**src/sv/lbnm_pkg.sv**
```systemverilog
// lbnm_pkg: shared types, constants and helpers of the letterbox coordinate mapper
// no dependencies
package lbnm_pkg;

  localparam int unsigned MAX_DIM = 4096;
  localparam int unsigned DIM_W   = $clog2(MAX_DIM) + 1;  // holds MAX_DIM itself
  localparam int unsigned CRD_W   = $clog2(MAX_DIM);      // coordinates and quotients
  localparam int unsigned IDX_W   = 24;
  localparam int unsigned PAD_W   = 8;
  localparam int unsigned NCELL   = CRD_W;                // one quotient bit per cell
  localparam int unsigned CIDX_W  = 3;

  // register indexes
  localparam logic [CIDX_W-1:0] REG_SRC_W  = 3'd0;
  localparam logic [CIDX_W-1:0] REG_SRC_H  = 3'd1;
  localparam logic [CIDX_W-1:0] REG_TGT_W  = 3'd2;
  localparam logic [CIDX_W-1:0] REG_TGT_H  = 3'd3;
  localparam logic [CIDX_W-1:0] REG_MODE   = 3'd4;
  localparam logic [CIDX_W-1:0] REG_PADVAL = 3'd5;

  typedef enum logic [1:0] {
    CST_IDLE,
    CST_PREP,
    CST_DIV,
    CST_DONE
  } cfg_st_t;

  // per-axis divider lane
  typedef struct packed {
    logic [CRD_W-1:0] rem;
    logic [CRD_W-1:0] low;
    logic [CRD_W-1:0] quo;
  } lane_t;

  typedef struct packed {
    lane_t ax;
    lane_t ay;
    logic  inv;
    logic  pad;
  } stage_t;

  // derived configuration seen by the datapath
  typedef struct packed {
    logic [DIM_W-1:0] sw;
    logic [DIM_W-1:0] sh;
    logic [DIM_W-1:0] tw;
    logic [DIM_W-1:0] th;
    logic [DIM_W-1:0] scl_w;
    logic [DIM_W-1:0] scl_h;
    logic [CRD_W-1:0] pad_l;
    logic [CRD_W-1:0] pad_t;
    logic [PAD_W-1:0] pad_val;
    logic             busy;
  } cfg_view_t;

  // clamp a size register to MAX_DIM
  function automatic logic [DIM_W-1:0] lim(input logic [DIM_W-1:0] v);
    lim = (v > DIM_W'(MAX_DIM)) ? DIM_W'(MAX_DIM) : v;
  endfunction

endpackage

```
**src/sv/lbnm_if.sv**
```systemverilog
// lbnm_in_if / lbnm_out_if: valid/ready channels of the coordinate mapper
// depends on lbnm_pkg
interface lbnm_in_if;
  logic                      valid;
  logic                      ready;
  logic [lbnm_pkg::CRD_W-1:0] out_x;
  logic [lbnm_pkg::CRD_W-1:0] out_y;
  modport source (output valid, output out_x, output out_y, input ready);
  modport sink   (input valid, input out_x, input out_y, output ready);
endinterface

interface lbnm_out_if;
  logic                      valid;
  logic                      ready;
  logic [lbnm_pkg::CRD_W-1:0] src_x;
  logic [lbnm_pkg::CRD_W-1:0] src_y;
  logic [lbnm_pkg::IDX_W-1:0] src_index;
  logic                      is_pad;
  logic [lbnm_pkg::PAD_W-1:0] pad_byte;
  logic                      invalid;
  modport source (output valid, output src_x, output src_y, output src_index,
                  output is_pad, output pad_byte, output invalid, input ready);
  modport sink   (input valid, input src_x, input src_y, input src_index,
                  input is_pad, input pad_byte, input invalid, output ready);
endinterface

```
**src/sv/letterbox_nearest_coord_map_unit.sv**
```systemverilog
// letterbox_nearest_coord_map_unit: top level of the letterbox nearest-neighbor mapper
// depends on lbnm_pkg, lbnm_if, lbnm_cfg, lbnm_cell
//
// Maps one output pixel coordinate per transaction to its nearest source pixel,
// a pad flag with the pad byte, or an invalid flag. Throughput is one transaction
// per clock while out_px.ready is high and no configuration is being derived; the
// result passes through fourteen register stages (one front stage with the offset
// multipliers, twelve divider cells that each resolve one quotient bit per axis,
// and the output register with the index multiply-add). After every configuration
// write the block recomputes the scaled size and padding, in mode 1 with a
// bit-serial divider, and holds in_px.ready low until the derivation is done.
module letterbox_nearest_coord_map_unit (
  input  logic                          clk,
  input  logic                          rst_n,
  lbnm_in_if.sink                       in_px,
  lbnm_out_if.source                    out_px,
  input  logic                          cfg_we,
  input  logic [lbnm_pkg::CIDX_W-1:0]   cfg_index,
  input  logic [lbnm_pkg::DIM_W-1:0]    cfg_wdata
);

  localparam int unsigned DW = lbnm_pkg::DIM_W;
  localparam int unsigned CW = lbnm_pkg::CRD_W;
  localparam int unsigned PW = 2 * DW;
  localparam int unsigned N  = lbnm_pkg::NCELL;

  lbnm_pkg::cfg_view_t cv;

  lbnm_cfg u_cfg (
    .clk       (clk),
    .rst_n     (rst_n),
    .cfg_we    (cfg_we),
    .cfg_index (cfg_index),
    .cfg_wdata (cfg_wdata),
    .view      (cv)
  );

  logic             stg_valid [0:N];
  logic             stg_rdy   [0:N+1];
  lbnm_pkg::stage_t stg_data  [0:N];

  // front stage: classify and form offset products
  logic             f_valid_r;
  lbnm_pkg::stage_t f_data_r, f_data_nxt;
  logic             accept;
  logic [CW-1:0]    offx, offy;
  logic [PW-1:0]    prx, pry;

  assign in_px.ready = stg_rdy[0] && !cv.busy;
  assign accept      = in_px.valid && in_px.ready;
  assign offx        = in_px.out_x - cv.pad_l;
  assign offy        = in_px.out_y - cv.pad_t;
  assign prx         = PW'(offx) * PW'(cv.sw);
  assign pry         = PW'(offy) * PW'(cv.sh);

  always_comb begin
    f_data_nxt.inv = (DW'(in_px.out_x) >= cv.tw) || (DW'(in_px.out_y) >= cv.th) ||
                     (cv.scl_w == '0) || (cv.scl_h == '0) ||
                     (cv.sw == '0) || (cv.sh == '0);
    f_data_nxt.pad = (in_px.out_x < cv.pad_l) || (in_px.out_y < cv.pad_t) ||
                     (DW'(offx) >= cv.scl_w) || (DW'(offy) >= cv.scl_h);
    f_data_nxt.ax.rem = prx[2*CW-1:CW];
    f_data_nxt.ax.low = prx[CW-1:0];
    f_data_nxt.ax.quo = '0;
    f_data_nxt.ay.rem = pry[2*CW-1:CW];
    f_data_nxt.ay.low = pry[CW-1:0];
    f_data_nxt.ay.quo = '0;
  end

  assign stg_rdy[0] = !f_valid_r || stg_rdy[1];

  always_ff @(posedge clk) begin
    if (!rst_n) begin
      f_valid_r <= 1'b0;
    end else if (stg_rdy[0]) begin
      f_valid_r <= accept;
    end
  end

  always_ff @(posedge clk) begin
    if (accept) begin
      f_data_r <= f_data_nxt;
    end
  end

  assign stg_valid[0] = f_valid_r;
  assign stg_data[0]  = f_data_r;

  // divider cell chain
  for (genvar i = 0; i < N; i++) begin : g_cell
    lbnm_cell u_cell (
      .clk      (clk),
      .rst_n    (rst_n),
      .div_x    (cv.scl_w),
      .div_y    (cv.scl_h),
      .up_valid (stg_valid[i]),
      .up_ready (stg_rdy[i+1]),
      .up_data  (stg_data[i]),
      .dn_valid (stg_valid[i+1]),
      .dn_ready (stg_rdy[i+2]),
      .dn_data  (stg_data[i+1])
    );
  end

  // output register: index multiply-add and field selection
  logic                      out_valid_r, out_adv;
  logic [CW-1:0]             sx_r, sy_r;
  logic [lbnm_pkg::IDX_W-1:0] idx_r;
  logic                      pad_r, inv_r;
  logic [lbnm_pkg::PAD_W-1:0] pb_r;
  logic [PW-1:0]             idx_full;
  lbnm_pkg::stage_t          last;

  assign last     = stg_data[N];
  assign out_adv  = !out_valid_r || out_px.ready;
  assign stg_rdy[N+1] = out_adv;
  assign idx_full = PW'(last.ay.quo) * PW'(cv.sw) + PW'(last.ax.quo);

  always_ff @(posedge clk) begin
    if (!rst_n) begin
      out_valid_r <= 1'b0;
    end else if (out_adv) begin
      out_valid_r <= stg_valid[N];
    end
  end

  always_ff @(posedge clk) begin
    if (out_adv && stg_valid[N]) begin
      priority if (last.inv) begin
        sx_r  <= '0;
        sy_r  <= '0;
        idx_r <= '0;
        pad_r <= 1'b0;
        pb_r  <= '0;
        inv_r <= 1'b1;
      end else if (last.pad) begin
        sx_r  <= '0;
        sy_r  <= '0;
        idx_r <= '0;
        pad_r <= 1'b1;
        pb_r  <= cv.pad_val;
        inv_r <= 1'b0;
      end else begin
        sx_r  <= last.ax.quo;
        sy_r  <= last.ay.quo;
        idx_r <= idx_full[lbnm_pkg::IDX_W-1:0];
        pad_r <= 1'b0;
        pb_r  <= '0;
        inv_r <= 1'b0;
      end
    end
  end

  assign out_px.valid     = out_valid_r;
  assign out_px.src_x     = sx_r;
  assign out_px.src_y     = sy_r;
  assign out_px.src_index = idx_r;
  assign out_px.is_pad    = pad_r;
  assign out_px.pad_byte  = pb_r;
  assign out_px.invalid   = inv_r;

endmodule

```
**src/sv/lbnm_cfg.sv**
```systemverilog
// lbnm_cfg: configuration registers and derivation of scaled size and padding
// depends on lbnm_pkg; uses a bit-serial divider for the letterbox ratio
module lbnm_cfg (
  input  logic                          clk,
  input  logic                          rst_n,
  input  logic                          cfg_we,
  input  logic [lbnm_pkg::CIDX_W-1:0]   cfg_index,
  input  logic [lbnm_pkg::DIM_W-1:0]    cfg_wdata,
  output lbnm_pkg::cfg_view_t           view
);

  localparam int unsigned DW = lbnm_pkg::DIM_W;
  localparam int unsigned CW = lbnm_pkg::CRD_W;
  localparam int unsigned NW = 2 * DW;          // product width
  localparam int unsigned QW = 2 * CW + 1;      // quotient width
  localparam int unsigned KW = $clog2(QW);

  logic [DW-1:0] src_w_r, src_h_r, tgt_w_r, tgt_h_r;
  logic          mode_r;
  logic [lbnm_pkg::PAD_W-1:0] pad_val_r;
  logic [DW-1:0] scl_w_r, scl_w_nxt, scl_h_r, scl_h_nxt;
  logic [CW-1:0] pad_l_r, pad_l_nxt, pad_t_r, pad_t_nxt;
  lbnm_pkg::cfg_st_t st_r, st_nxt;
  logic [QW-1:0] num_r, num_nxt, quo_r, quo_nxt;
  logic [DW-1:0] rem_r, rem_nxt, den_r, den_nxt, tgt_r, tgt_nxt;
  logic [KW-1:0] cnt_r, cnt_nxt;
  logic          div_w_r, div_w_nxt, use_div_r, use_div_nxt;

  logic [DW-1:0] sw, sh, tw, th, trial, qcl;
  logic [NW-1:0] p1, p2;

  assign sw = lbnm_pkg::lim(src_w_r);
  assign sh = lbnm_pkg::lim(src_h_r);
  assign tw = lbnm_pkg::lim(tgt_w_r);
  assign th = lbnm_pkg::lim(tgt_h_r);
  assign p1 = NW'(tw) * NW'(sh);
  assign p2 = NW'(th) * NW'(sw);
  assign trial = {rem_r[DW-2:0], num_r[QW-1]};
  assign qcl = (quo_r > QW'(tgt_r)) ? tgt_r : DW'(quo_r);

  // register writes
  always_ff @(posedge clk) begin
    if (!rst_n) begin
      src_w_r   <= DW'(640);
      src_h_r   <= DW'(480);
      tgt_w_r   <= DW'(640);
      tgt_h_r   <= DW'(640);
      mode_r    <= 1'b1;
      pad_val_r <= 8'd114;
    end else if (cfg_we) begin
      unique case (cfg_index)
        lbnm_pkg::REG_SRC_W:  src_w_r   <= cfg_wdata;
        lbnm_pkg::REG_SRC_H:  src_h_r   <= cfg_wdata;
        lbnm_pkg::REG_TGT_W:  tgt_w_r   <= cfg_wdata;
        lbnm_pkg::REG_TGT_H:  tgt_h_r   <= cfg_wdata;
        lbnm_pkg::REG_MODE:   mode_r    <= cfg_wdata[0];
        lbnm_pkg::REG_PADVAL: pad_val_r <= cfg_wdata[lbnm_pkg::PAD_W-1:0];
        default: ;
      endcase
    end
  end

  // derivation sequencer state
  always_ff @(posedge clk) begin
    if (!rst_n) begin
      st_r    <= lbnm_pkg::CST_IDLE;
      scl_w_r <= DW'(640);
      scl_h_r <= DW'(480);
      pad_l_r <= CW'(0);
      pad_t_r <= CW'(80);
    end else begin
      st_r    <= st_nxt;
      scl_w_r <= scl_w_nxt;
      scl_h_r <= scl_h_nxt;
      pad_l_r <= pad_l_nxt;
      pad_t_r <= pad_t_nxt;
    end
  end

  always_ff @(posedge clk) begin
    num_r     <= num_nxt;
    quo_r     <= quo_nxt;
    rem_r     <= rem_nxt;
    den_r     <= den_nxt;
    tgt_r     <= tgt_nxt;
    cnt_r     <= cnt_nxt;
    div_w_r   <= div_w_nxt;
    use_div_r <= use_div_nxt;
  end

  // next state: choose tight axis (mode 1), divide one bit a cycle, clamp and center
  always_comb begin
    logic [DW-1:0] sw_f, sh_f;
    st_nxt      = st_r;
    scl_w_nxt   = scl_w_r;
    scl_h_nxt   = scl_h_r;
    pad_l_nxt   = pad_l_r;
    pad_t_nxt   = pad_t_r;
    num_nxt     = num_r;
    quo_nxt     = quo_r;
    rem_nxt     = rem_r;
    den_nxt     = den_r;
    tgt_nxt     = tgt_r;
    cnt_nxt     = cnt_r;
    div_w_nxt   = div_w_r;
    use_div_nxt = use_div_r;
    sw_f        = scl_w_r;
    sh_f        = scl_h_r;
    unique case (st_r)
      lbnm_pkg::CST_IDLE: ;
      lbnm_pkg::CST_PREP: begin
        use_div_nxt = 1'b0;
        quo_nxt     = '0;
        rem_nxt     = '0;
        cnt_nxt     = '0;
        st_nxt      = lbnm_pkg::CST_DONE;
        if (sw == '0 || sh == '0) begin
          scl_w_nxt = '0;
          scl_h_nxt = '0;
        end else if (!mode_r) begin
          scl_w_nxt = tw;
          scl_h_nxt = th;
        end else if (p1 <= p2) begin
          scl_w_nxt   = tw;
          num_nxt     = QW'(p1);
          den_nxt     = sw;
          tgt_nxt     = th;
          div_w_nxt   = 1'b0;
          use_div_nxt = 1'b1;
          st_nxt      = lbnm_pkg::CST_DIV;
        end else begin
          scl_h_nxt   = th;
          num_nxt     = QW'(p2);
          den_nxt     = sh;
          tgt_nxt     = tw;
          div_w_nxt   = 1'b1;
          use_div_nxt = 1'b1;
          st_nxt      = lbnm_pkg::CST_DIV;
        end
      end
      lbnm_pkg::CST_DIV: begin
        num_nxt = {num_r[QW-2:0], 1'b0};
        if (trial >= den_r) begin
          rem_nxt = trial - den_r;
          quo_nxt = {quo_r[QW-2:0], 1'b1};
        end else begin
          rem_nxt = trial;
          quo_nxt = {quo_r[QW-2:0], 1'b0};
        end
        cnt_nxt = cnt_r + KW'(1);
        if (cnt_r == KW'(QW - 1)) begin
          st_nxt = lbnm_pkg::CST_DONE;
        end
      end
      lbnm_pkg::CST_DONE: begin
        if (use_div_r) begin
          if (div_w_r) begin
            sw_f = qcl;
          end else begin
            sh_f = qcl;
          end
        end
        scl_w_nxt = sw_f;
        scl_h_nxt = sh_f;
        pad_l_nxt = CW'((tw - sw_f) >> 1);
        pad_t_nxt = CW'((th - sh_f) >> 1);
        st_nxt    = lbnm_pkg::CST_IDLE;
      end
      default: st_nxt = lbnm_pkg::CST_IDLE;
    endcase
    // any write restarts the derivation
    if (cfg_we) begin
      st_nxt = lbnm_pkg::CST_PREP;
    end
  end

  assign view.sw      = sw;
  assign view.sh      = sh;
  assign view.tw      = tw;
  assign view.th      = th;
  assign view.scl_w   = scl_w_r;
  assign view.scl_h   = scl_h_r;
  assign view.pad_l   = pad_l_r;
  assign view.pad_t   = pad_t_r;
  assign view.pad_val = pad_val_r;
  assign view.busy    = (st_r != lbnm_pkg::CST_IDLE) || cfg_we;

endmodule

```
**src/sv/lbnm_cell.sv**
```systemverilog
// lbnm_cell: one stage of the pipelined divider, one quotient bit per axis
// depends on lbnm_pkg
module lbnm_cell (
  input  logic                        clk,
  input  logic                        rst_n,
  input  logic [lbnm_pkg::DIM_W-1:0]  div_x,
  input  logic [lbnm_pkg::DIM_W-1:0]  div_y,
  input  logic                        up_valid,
  output logic                        up_ready,
  input  lbnm_pkg::stage_t            up_data,
  output logic                        dn_valid,
  input  logic                        dn_ready,
  output lbnm_pkg::stage_t            dn_data
);

  localparam int unsigned DW = lbnm_pkg::DIM_W;
  localparam int unsigned CW = lbnm_pkg::CRD_W;

  logic             valid_r;
  lbnm_pkg::stage_t data_r, data_nxt;

  // shift in next dividend bit, subtract when it fits
  function automatic lbnm_pkg::lane_t step(input lbnm_pkg::lane_t l,
                                           input logic [DW-1:0] d);
    lbnm_pkg::lane_t o;
    logic [DW-1:0]   t;
    t     = {l.rem, l.low[CW-1]};
    o.low = {l.low[CW-2:0], 1'b0};
    if (t >= d) begin
      o.rem = CW'(t - d);
      o.quo = {l.quo[CW-2:0], 1'b1};
    end else begin
      o.rem = CW'(t);
      o.quo = {l.quo[CW-2:0], 1'b0};
    end
    return o;
  endfunction

  always_comb begin
    data_nxt     = up_data;
    data_nxt.ax  = step(up_data.ax, div_x);
    data_nxt.ay  = step(up_data.ay, div_y);
  end

  assign up_ready = !valid_r || dn_ready;

  always_ff @(posedge clk) begin
    if (!rst_n) begin
      valid_r <= 1'b0;
    end else if (up_ready) begin
      valid_r <= up_valid;
    end
  end

  always_ff @(posedge clk) begin
    if (up_ready && up_valid) begin
      data_r <= data_nxt;
    end
  end

  assign dn_valid = valid_r;
  assign dn_data  = data_r;

endmodule
```
**src/flat_wrapper.sv**
```systemverilog
// flat-port wrapper written by rule: the top's interface ports become plain ports
module letterbox_nearest_coord_map_unit_flat 
  (clk, rst_n, cfg_we, cfg_index, cfg_wdata, in_px_valid, in_px_out_x, in_px_out_y, in_px_ready, out_px_valid, out_px_src_x, out_px_src_y, out_px_src_index, out_px_is_pad, out_px_pad_byte, out_px_invalid, out_px_ready);
  lbnm_in_if in_px_i ();
  lbnm_out_if out_px_i ();
  input  logic clk;
  input  logic rst_n;
  input  logic cfg_we;
  input  logic [lbnm_pkg::CIDX_W-1:0] cfg_index;
  input  logic [lbnm_pkg::DIM_W-1:0] cfg_wdata;
  input wire logic [$bits(in_px_i.valid)-1:0] in_px_valid;
  input wire logic [$bits(in_px_i.out_x)-1:0] in_px_out_x;
  input wire logic [$bits(in_px_i.out_y)-1:0] in_px_out_y;
  output wire logic [$bits(in_px_i.ready)-1:0] in_px_ready;
  output wire logic [$bits(out_px_i.valid)-1:0] out_px_valid;
  output wire logic [$bits(out_px_i.src_x)-1:0] out_px_src_x;
  output wire logic [$bits(out_px_i.src_y)-1:0] out_px_src_y;
  output wire logic [$bits(out_px_i.src_index)-1:0] out_px_src_index;
  output wire logic [$bits(out_px_i.is_pad)-1:0] out_px_is_pad;
  output wire logic [$bits(out_px_i.pad_byte)-1:0] out_px_pad_byte;
  output wire logic [$bits(out_px_i.invalid)-1:0] out_px_invalid;
  input wire logic [$bits(out_px_i.ready)-1:0] out_px_ready;
  assign in_px_i.valid = in_px_valid;
  assign in_px_i.out_x = in_px_out_x;
  assign in_px_i.out_y = in_px_out_y;
  assign in_px_ready = in_px_i.ready;
  assign out_px_valid = out_px_i.valid;
  assign out_px_src_x = out_px_i.src_x;
  assign out_px_src_y = out_px_i.src_y;
  assign out_px_src_index = out_px_i.src_index;
  assign out_px_is_pad = out_px_i.is_pad;
  assign out_px_pad_byte = out_px_i.pad_byte;
  assign out_px_invalid = out_px_i.invalid;
  assign out_px_i.ready = out_px_ready;
  letterbox_nearest_coord_map_unit u_core (.clk(clk), .rst_n(rst_n), .in_px(in_px_i), .out_px(out_px_i), .cfg_we(cfg_we), .cfg_index(cfg_index), .cfg_wdata(cfg_wdata));
endmodule
```
**config.mk**
```make
export PLATFORM = sky130hd
export DESIGN_NAME = letterbox_nearest_coord_map_unit_flat
export DESIGN_NICKNAME = d
export VERILOG_FILES = /design/src/sv/lbnm_pkg.sv /design/src/sv/lbnm_if.sv /design/src/sv/letterbox_nearest_coord_map_unit.sv /design/src/sv/lbnm_cfg.sv /design/src/sv/lbnm_cell.sv /design/src/flat_wrapper.sv
export SDC_FILE = /design/constraint.sdc
export NUM_CORES = 2
export LEC_CHECK = 0
export BUFFER_PORTS_ARGS = -buffer_cell sky130_fd_sc_hd__buf_4
export CORE_AREA = 2 2 391 393
export CTS_CLUSTER_SIZE = 40
export DETAILED_ROUTE_END_ITERATION = 6
export DIE_AREA = 0 0 393 395
export PLACE_DENSITY = 0.65
export SLEW_MARGIN = 20
export SYNTH_ARGS = -nofsm -noshare
export SYNTH_HDL_FRONTEND = slang
export SYNTH_SLANG_ARGS = --single-unit
export TNS_END_PERCENT = 10
```
**constraint.sdc**
```tcl
create_clock -name clk -period 25.7 [get_ports clk]
set_clock_uncertainty 0.05 [all_clocks]
set_input_delay 2.57 -clock clk [delete_from_list [all_inputs] [get_ports clk]]
set_output_delay 2.57 -clock clk [all_outputs]
set_load 0.005 [all_outputs]
```
# Word level (Yosys, flattened, before mapping)

Index checks and enable logic that the tools add are counted.

Bits in registers: 906
Input port bits: 45
Output and inout port bits: 60
Logic and storage cells: 391

Add/sub/neg operators: 29
$mul: 5
Magnitude comparators: 37
Equality and inequality tests: 15
Muxes and demuxes: 85
Bitwise logic cells: 3
Reductions and logical operators: 79

Operators with widths:

| kind                                                   | count |
|---|---|
| greater-or-equal comparator 13 bit                     | 25 |
| subtractor 12 bit                                      | 25 |
| two-way mux 12 bit                                     | 23 |
| two-way mux 13 bit                                     | 19 |
| case mux 25 bit (2 select lines)                       | 2 |
| two-way mux 25 bit                                     | 3 |
| multiplier 12 x 13 -> 24 bit                           | 3 |
| greater-or-equal comparator 12 x 13 -> 1 bit           | 4 |
| greater-than comparator 13 bit (second input constant) | 4 |
| logical NOT 13 bit                                     | 4 |
| multiplier 13 x 13 -> 26 bit                           | 2 |
| case mux 13 bit (2 select lines)                       | 2 |
| two-way mux 1 bit                                      | 32 |
| less-or-equal comparator 26 bit                        | 1 |
| subtractor 13 bit                                      | 2 |
| greater-than comparator 25 x 13 -> 1 bit               | 1 |
| adder 24 x 12 -> 24 bit                                | 1 |
| logical OR 1 bit                                       | 24 |
| < comparator 12 bit                                    | 2 |
| case mux 12 bit (2 select lines)                       | 1 |
| AND reduction 2 bit                                    | 10 |
| logical AND 1 bit                                      | 15 |
| logical NOT 1 bit                                      | 15 |
| case mux 5 bit (2 select lines)                        | 1 |
| 19 further kinds                                       | 32 |

# Logic depth before layout (Yosys ltp)

Depth in word-level cells: 17
Gate-level depth with buffers: 39
Gate-level depth less buffers: 33

# Cells and area by module

Synthesis repeated with hierarchy kept, for this count alone.

Cell total of the unflattened synthesis: 8,662
Area, all modules: 89,103.0 um^2

By module, submodules not included:

| module                                  | instances | cells each | area an instance (um^2) | seq. area each (um^2) |
|---|---|---|---|---|
| lbnm_cell (u_core.g_cell[0].u_cell ...) | 11        | 312        | 3,802.4                 | 2,182.1 |
| lbnm_cfg                                | 1         | 2,612      | 22,260.1                | 5,114.9 |
| letterbox_nearest_coord_map_unit        | 1         | 2,317      | 21,192.8                | 3,283.1 |
| lbnm_cell (u_core.g_cell[6].u_cell)     | 1         | 301        | 3,823.7                 | 2,182.1 |

# Worst setup path before layout

OpenSTA, ideal clock, no wires.

Path kind: input to register
Start point: in in_px_out_y[0]
End point: reg u_core.f_data_r[37] (netlist bit) (data pin)
Library setup time: 0.259 ns
Data arrival time: 9.067 ns
Data required time: 25.391 ns
Path slack: 16.324 ns
Cell stages on the path: 32
Path buffers: 1
Path through: inv_1 > ha_1 > inv_1 > fa_1 > a21o_1 > a21oi_1 > o21bai_1 > a21oi_1 > o21bai_1 > a21oi_1 > o21ai_0 > xor2_1 > clkbuf_1 > nand2_1 > fa_1 > fa_1 > inv_1 > fa_1 > inv_1 > fa_1 > inv_1 > fa_1 > ha_1 > and2_1 > o21ai_0 > o31ai_1 > o41a_1 > a211oi_2 > nand4b_1 > o211ai_1 > a21oi_1 > xnor2_1

RTL lines:

| item                 | line                                   | RTL |
|---|---|---|
| start, declared      | flat_wrapper.sv:13                     | `input wire logic [$bits(in_px_i.out_y)-1:0] in_px_out_y;` |
| end signal, assigned | letterbox_nearest_coord_map_unit.sv:82 | `f_data_r <= f_data_nxt;` |
| end, declared        | letterbox_nearest_coord_map_unit.sv:44 | `lbnm_pkg::stage_t f_data_r, f_data_nxt;` |

# Final worst setup path

Start point: reg u_core.u_cfg.tgt_h_r[12]
End point: reg u_core.u_cfg.scl_h_r[9]

Cells in the longest elaborated chain, start to end: 6
Elaborated cells between the ends (all ways): 10
Those cells by class: mul (1); order compare (2); eq/ne (1); mux (5); reduce/logical (1)

Ends and longest elaborated chain:

| item                                                                                            | line                             | RTL |
|---|---|---|
| start, declared                                                                                 | lbnm_cfg.sv:18                   | `logic [DW-1:0] src_w_r, src_h_r, tgt_w_r, tgt_h_r;` |
| start signal, assigned                                                                          | lbnm_cfg.sv:55                   | `lbnm_pkg::REG_TGT_H: tgt_h_r <= cfg_wdata;` |
| greater-than comparator 13 bit                                                                  | lbnm_pkg.sv:58                   | `lim = (v > DIM_W'(MAX_DIM)) ? DIM_W'(MAX_DIM) : v;` |
| two-way mux 13 bit *                                                                            | lbnm_pkg.sv:58                   |  |
| multiplier 13 x 13 -> 26 bit / two-way mux 13 bit (equally long branches)                       | lbnm_cfg.sv:37, lbnm_cfg.sv:123  |  |
| less-or-equal comparator 26 bit / two-way mux 13 bit (equally long branches)                    | lbnm_cfg.sv:123, lbnm_cfg.sv:120 |  |
| != test 4 bit (no source line) / two-way mux 13 bit (equally long branches)                     | -                                |  |
| AND reduction 2 bit (no source line) / case mux 13 bit (2 select lines) (equally long branches) | -                                |  |
| end signal, assigned                                                                            | lbnm_cfg.sv:74                   | `scl_h_r <= scl_h_nxt;` |
| end, declared                                                                                   | lbnm_cfg.sv:21                   | `logic [DW-1:0] scl_w_r, scl_w_nxt, scl_h_r, scl_h_nxt;` |

Every way passes the cells marked *; elsewhere a longest branch is shown, timed or not. The select of a mux whose other input is x is not followed.
A chain may end at the register's enable or synchronous reset.

==> metrics.cfg <==
[cts]
clk_pin_slew_ns=0.06
cts_hold_buf=0
cts_tree=done
htree_levels=3
cts_setup_buffers=0
clock-sinks=906
ctsRootBufferMaster=clkbuf_16
clockBufferDepth=3
cts_buffers=104
clk_latency_ns=0.75
cts_resized=0

[die]
die_area_um2=155000
core_um2=151000
die_h_um=395
start_util_pct=49.8
die_w_um=393
rows=143
io_pins=105

[pwr]
power_mw=5.95
irDropWorstVdd_mv=0.103
clockPowerShare_pct=27.4
seqPwrFrac_pct=30.3
p_leak_nw=35.6
p_sw_mw=2.18
power_density_nw_per_um2=72.0
p_comb_share_pct=42.3
p_int_mw=3.77
switching_share_pct=36.6

[outcome]
status=finished clean

[placement]
preCtsSetupSlack_ns=15.26
hpwl_um=153000
globalplace.congestion=0.972
io_buffers=104
dp.cells=9436

[finish]
nNetsFinal=8960
multiInputGateArea_um2=44900
final_layout_size_suffix_gt1_share_pct=9.28
area_growth_pct=9.88
nFillCells=13100
seq_area_um2=25900
fin_cells=9635

[global_route]
grt_usage_pct=26.6
antenna_found_initial=5
grt_overflow=0
grt_max_degree=75
grt_pass1_vias=55600
grt_pass1_wl_um=318000

[logic_synthesis]
async_flop_share_pct=0
synth_ff_type=edfxtp_1
synth.distinct_cells=80
avgSynthCellArea_um2=10.2
syn-cell-area_um2=75200
yosys_warnings=0
syn-num-nets=8856
syn_inst=7408
ys_seq_area_share_pct=34.5
synth-seq-cells=906
synth_edf_count=779

[critical_path]
worstPathRequired_ns=26.23
crit_fanout=67
worstPathArrival_ns=11.14
cpMaxStageDelayCell=buf_4
path_class=register to register
path_common_cell=fa_1
critPathMaxStageDelay_ns=0.71
cp-end-kind=register
r2r_setup_slack_ns=15.10
start_kind=register

[sta]
tns_ns=0
drv_slew=0
worst_slew_pin_slew_ns=1.10
min_period_over_period_pct=41.3
max_clock_freq_ghz=0.0943
fin_crit_ns=10.60
slew_headroom_pct=26.2
rsz0062_at_grt=false
setup_viol=0
hold_violations=0
fin_ws_ns=15.10

[drt]
drt_first_pass_iters=5
first_iter_violations=4084
num_vias=54300
drt-wirelength-per-cell_um=21.3
ant_nets=0
drc_errors=0
drt-total-wl_um=205000
viasPerCell=5.63

[job]
cap_viol_max_count=0

[min_path]
hp-class=register to register

flip-flops by register name, summed over array words and instances, names as in the netlist, 13 cells and up:
register,count
u_core.f_data_r,50
u_core.g_cell.u_cell.dn_data,576
u_core.out_px.src_index,24
u_core.u_cfg.den_r,13
u_core.u_cfg.num_r,25
u_core.u_cfg.quo_r,25
u_core.u_cfg.scl_h_r,13
u_core.u_cfg.scl_w_r,13
u_core.u_cfg.src_h_r,13
u_core.u_cfg.src_w_r,13
u_core.u_cfg.tgt_h_r,13
u_core.u_cfg.tgt_r,13
u_core.u_cfg.tgt_w_r,13
cell families (layout without fill, tap and decap cells):
logic type               count (synthesis)  in the layout  synth area share, %
AND/OR/NAND/NOR                       2255           2255                 13.6
adder cells (fa/ha/maj)               1403           1403                 29.4
buffers and inverters                 1231           1427                 6.21
AO/OA/AOI/OAI                         1012           1012                 8.60
flip-flops                             906            906                 34.5
XOR/XNOR                               325            325                 3.78
multiplexers                           276            276                 3.98
other                                    0              1                    0
power groups by stage:
stage / combinational, mW / sequential, mW / clock, mW
CTS: 2.51 / 1.80 / 1.66
finish: 2.51 / 1.80 / 1.63
global placement: 2.43 / 1.83 / 0
floorplan: 1.87 / 1.82 / 0
global route: 2.80 / 1.81 / 1.71
detailed placement: 2.49 / 1.84 / 0
routing by layer:
layer / part of all wire (%) / wire [µm] / GRT usage (%) / up-vias
li1: - / - / - / 25200
met1: 42 / 85200 / 34.9 / 26800
met2: 47 / 96000 / 43.8 / 1866
met3: 7.6 / 15600 / 5.03 / 407
met4: 4.0 / 8280 / 10.1 / 6
met5: 0.019 / 39 / 0 / -
stage by stage:
stage / hold WS (ns) / utilization [%] / area [µm²]
3_5_place_dp: 0.355 / 52.1 / 78800
4_1_cts: 0.324 / 54.6 / 82600
6_report: 0.331 / 54.7 / 82700
2_1_floorplan: 0.350 / - / 75200
5_1_grt: 0.324 / 54.7 / 82700
3_3_place_gp: 0.351 / 52.1 / 78800
worst max-delay path: cells and delay by family (launching register included):
kind | cells | cell delay (ns)
xor gates and xnor gates | 1 | 0.11
adders and majority gates | 7 | 3.20
buffers and inverters | 8 | 2.40
DFF | 1 | 0.31
and+or+nand+nor | 5 | 1.23
AOI/OAI and AO/OA | 13 | 3.06
cell usage in the layout (no fill, tap or decap), types with 106 or more instances in the layout:
cell	instances
xnor2_1	222
nor2_1	598
edfxtp_1	779
mux2_2	183
fa_1	607
and2_1	159
nor2b_1	127
nand2_1	888
dfxtp_1	126
o21ai_0	228
clkbuf_16	106
buf_4	229
ha_1	793
inv_1	979
a21oi_1	299
cell type report:
cell class / count / area share [%]
Antenna cell: 1 / 0.00303
Clock buffer: 118 / 3.32
Clock inverter: 80 / 1.28
Inverter: 1000 / 4.54
Multi-Input combinational cell: 5271 / 54.3
Sequential cell: 906 / 31.4
Tap cell: 2030 / 3.07
Timing Repair Buffer: 229 / 2.08
synth_stat cells (38+ instances only):
master	instances	share of area, %
a21o_1	56	0.56
nand3_1	99	0.66
nand2b_1	60	0.50
edfxtp_1	779	31
fa_1	607	16
a21oi_1	303	2.0
a211oi_1	51	0.51
dfxtp_1	127	3.4
xnor2_1	224	2.6
o21bai_1	38	0.38
nor2_1	598	3.0
ha_1	796	13
nor2b_1	151	1.3
mux2_2	183	2.7
nand4_1	83	0.69
nand2_1	888	4.4
and2_1	159	1.3
inv_1	981	4.9
clkbuf_1	186	0.93
o21ai_0	229	1.5
nor3_1	97	0.65
mux2i_1	90	1.2
xor2_1	101	1.2
o21a_1	46	0.46
worst paths after layout:
check                                                        start  cells past startpoint                            endpoint
worst min register to register  u_core.g_cell[0].u_cell.dn_data[0]                      0  u_core.g_cell[1].u_cell.dn_data[0]
worst min-delay path            u_core.g_cell[0].u_cell.dn_data[0]                      0  u_core.g_cell[1].u_cell.dn_data[0]
worst max register to register            u_core.u_cfg.tgt_h_r[12]                     34             u_core.u_cfg.scl_h_r[9]
worst max-delay path                      u_core.u_cfg.tgt_h_r[12]                     34             u_core.u_cfg.scl_h_r[9]
No activity file was read; power rests on OpenSTA's default activity.
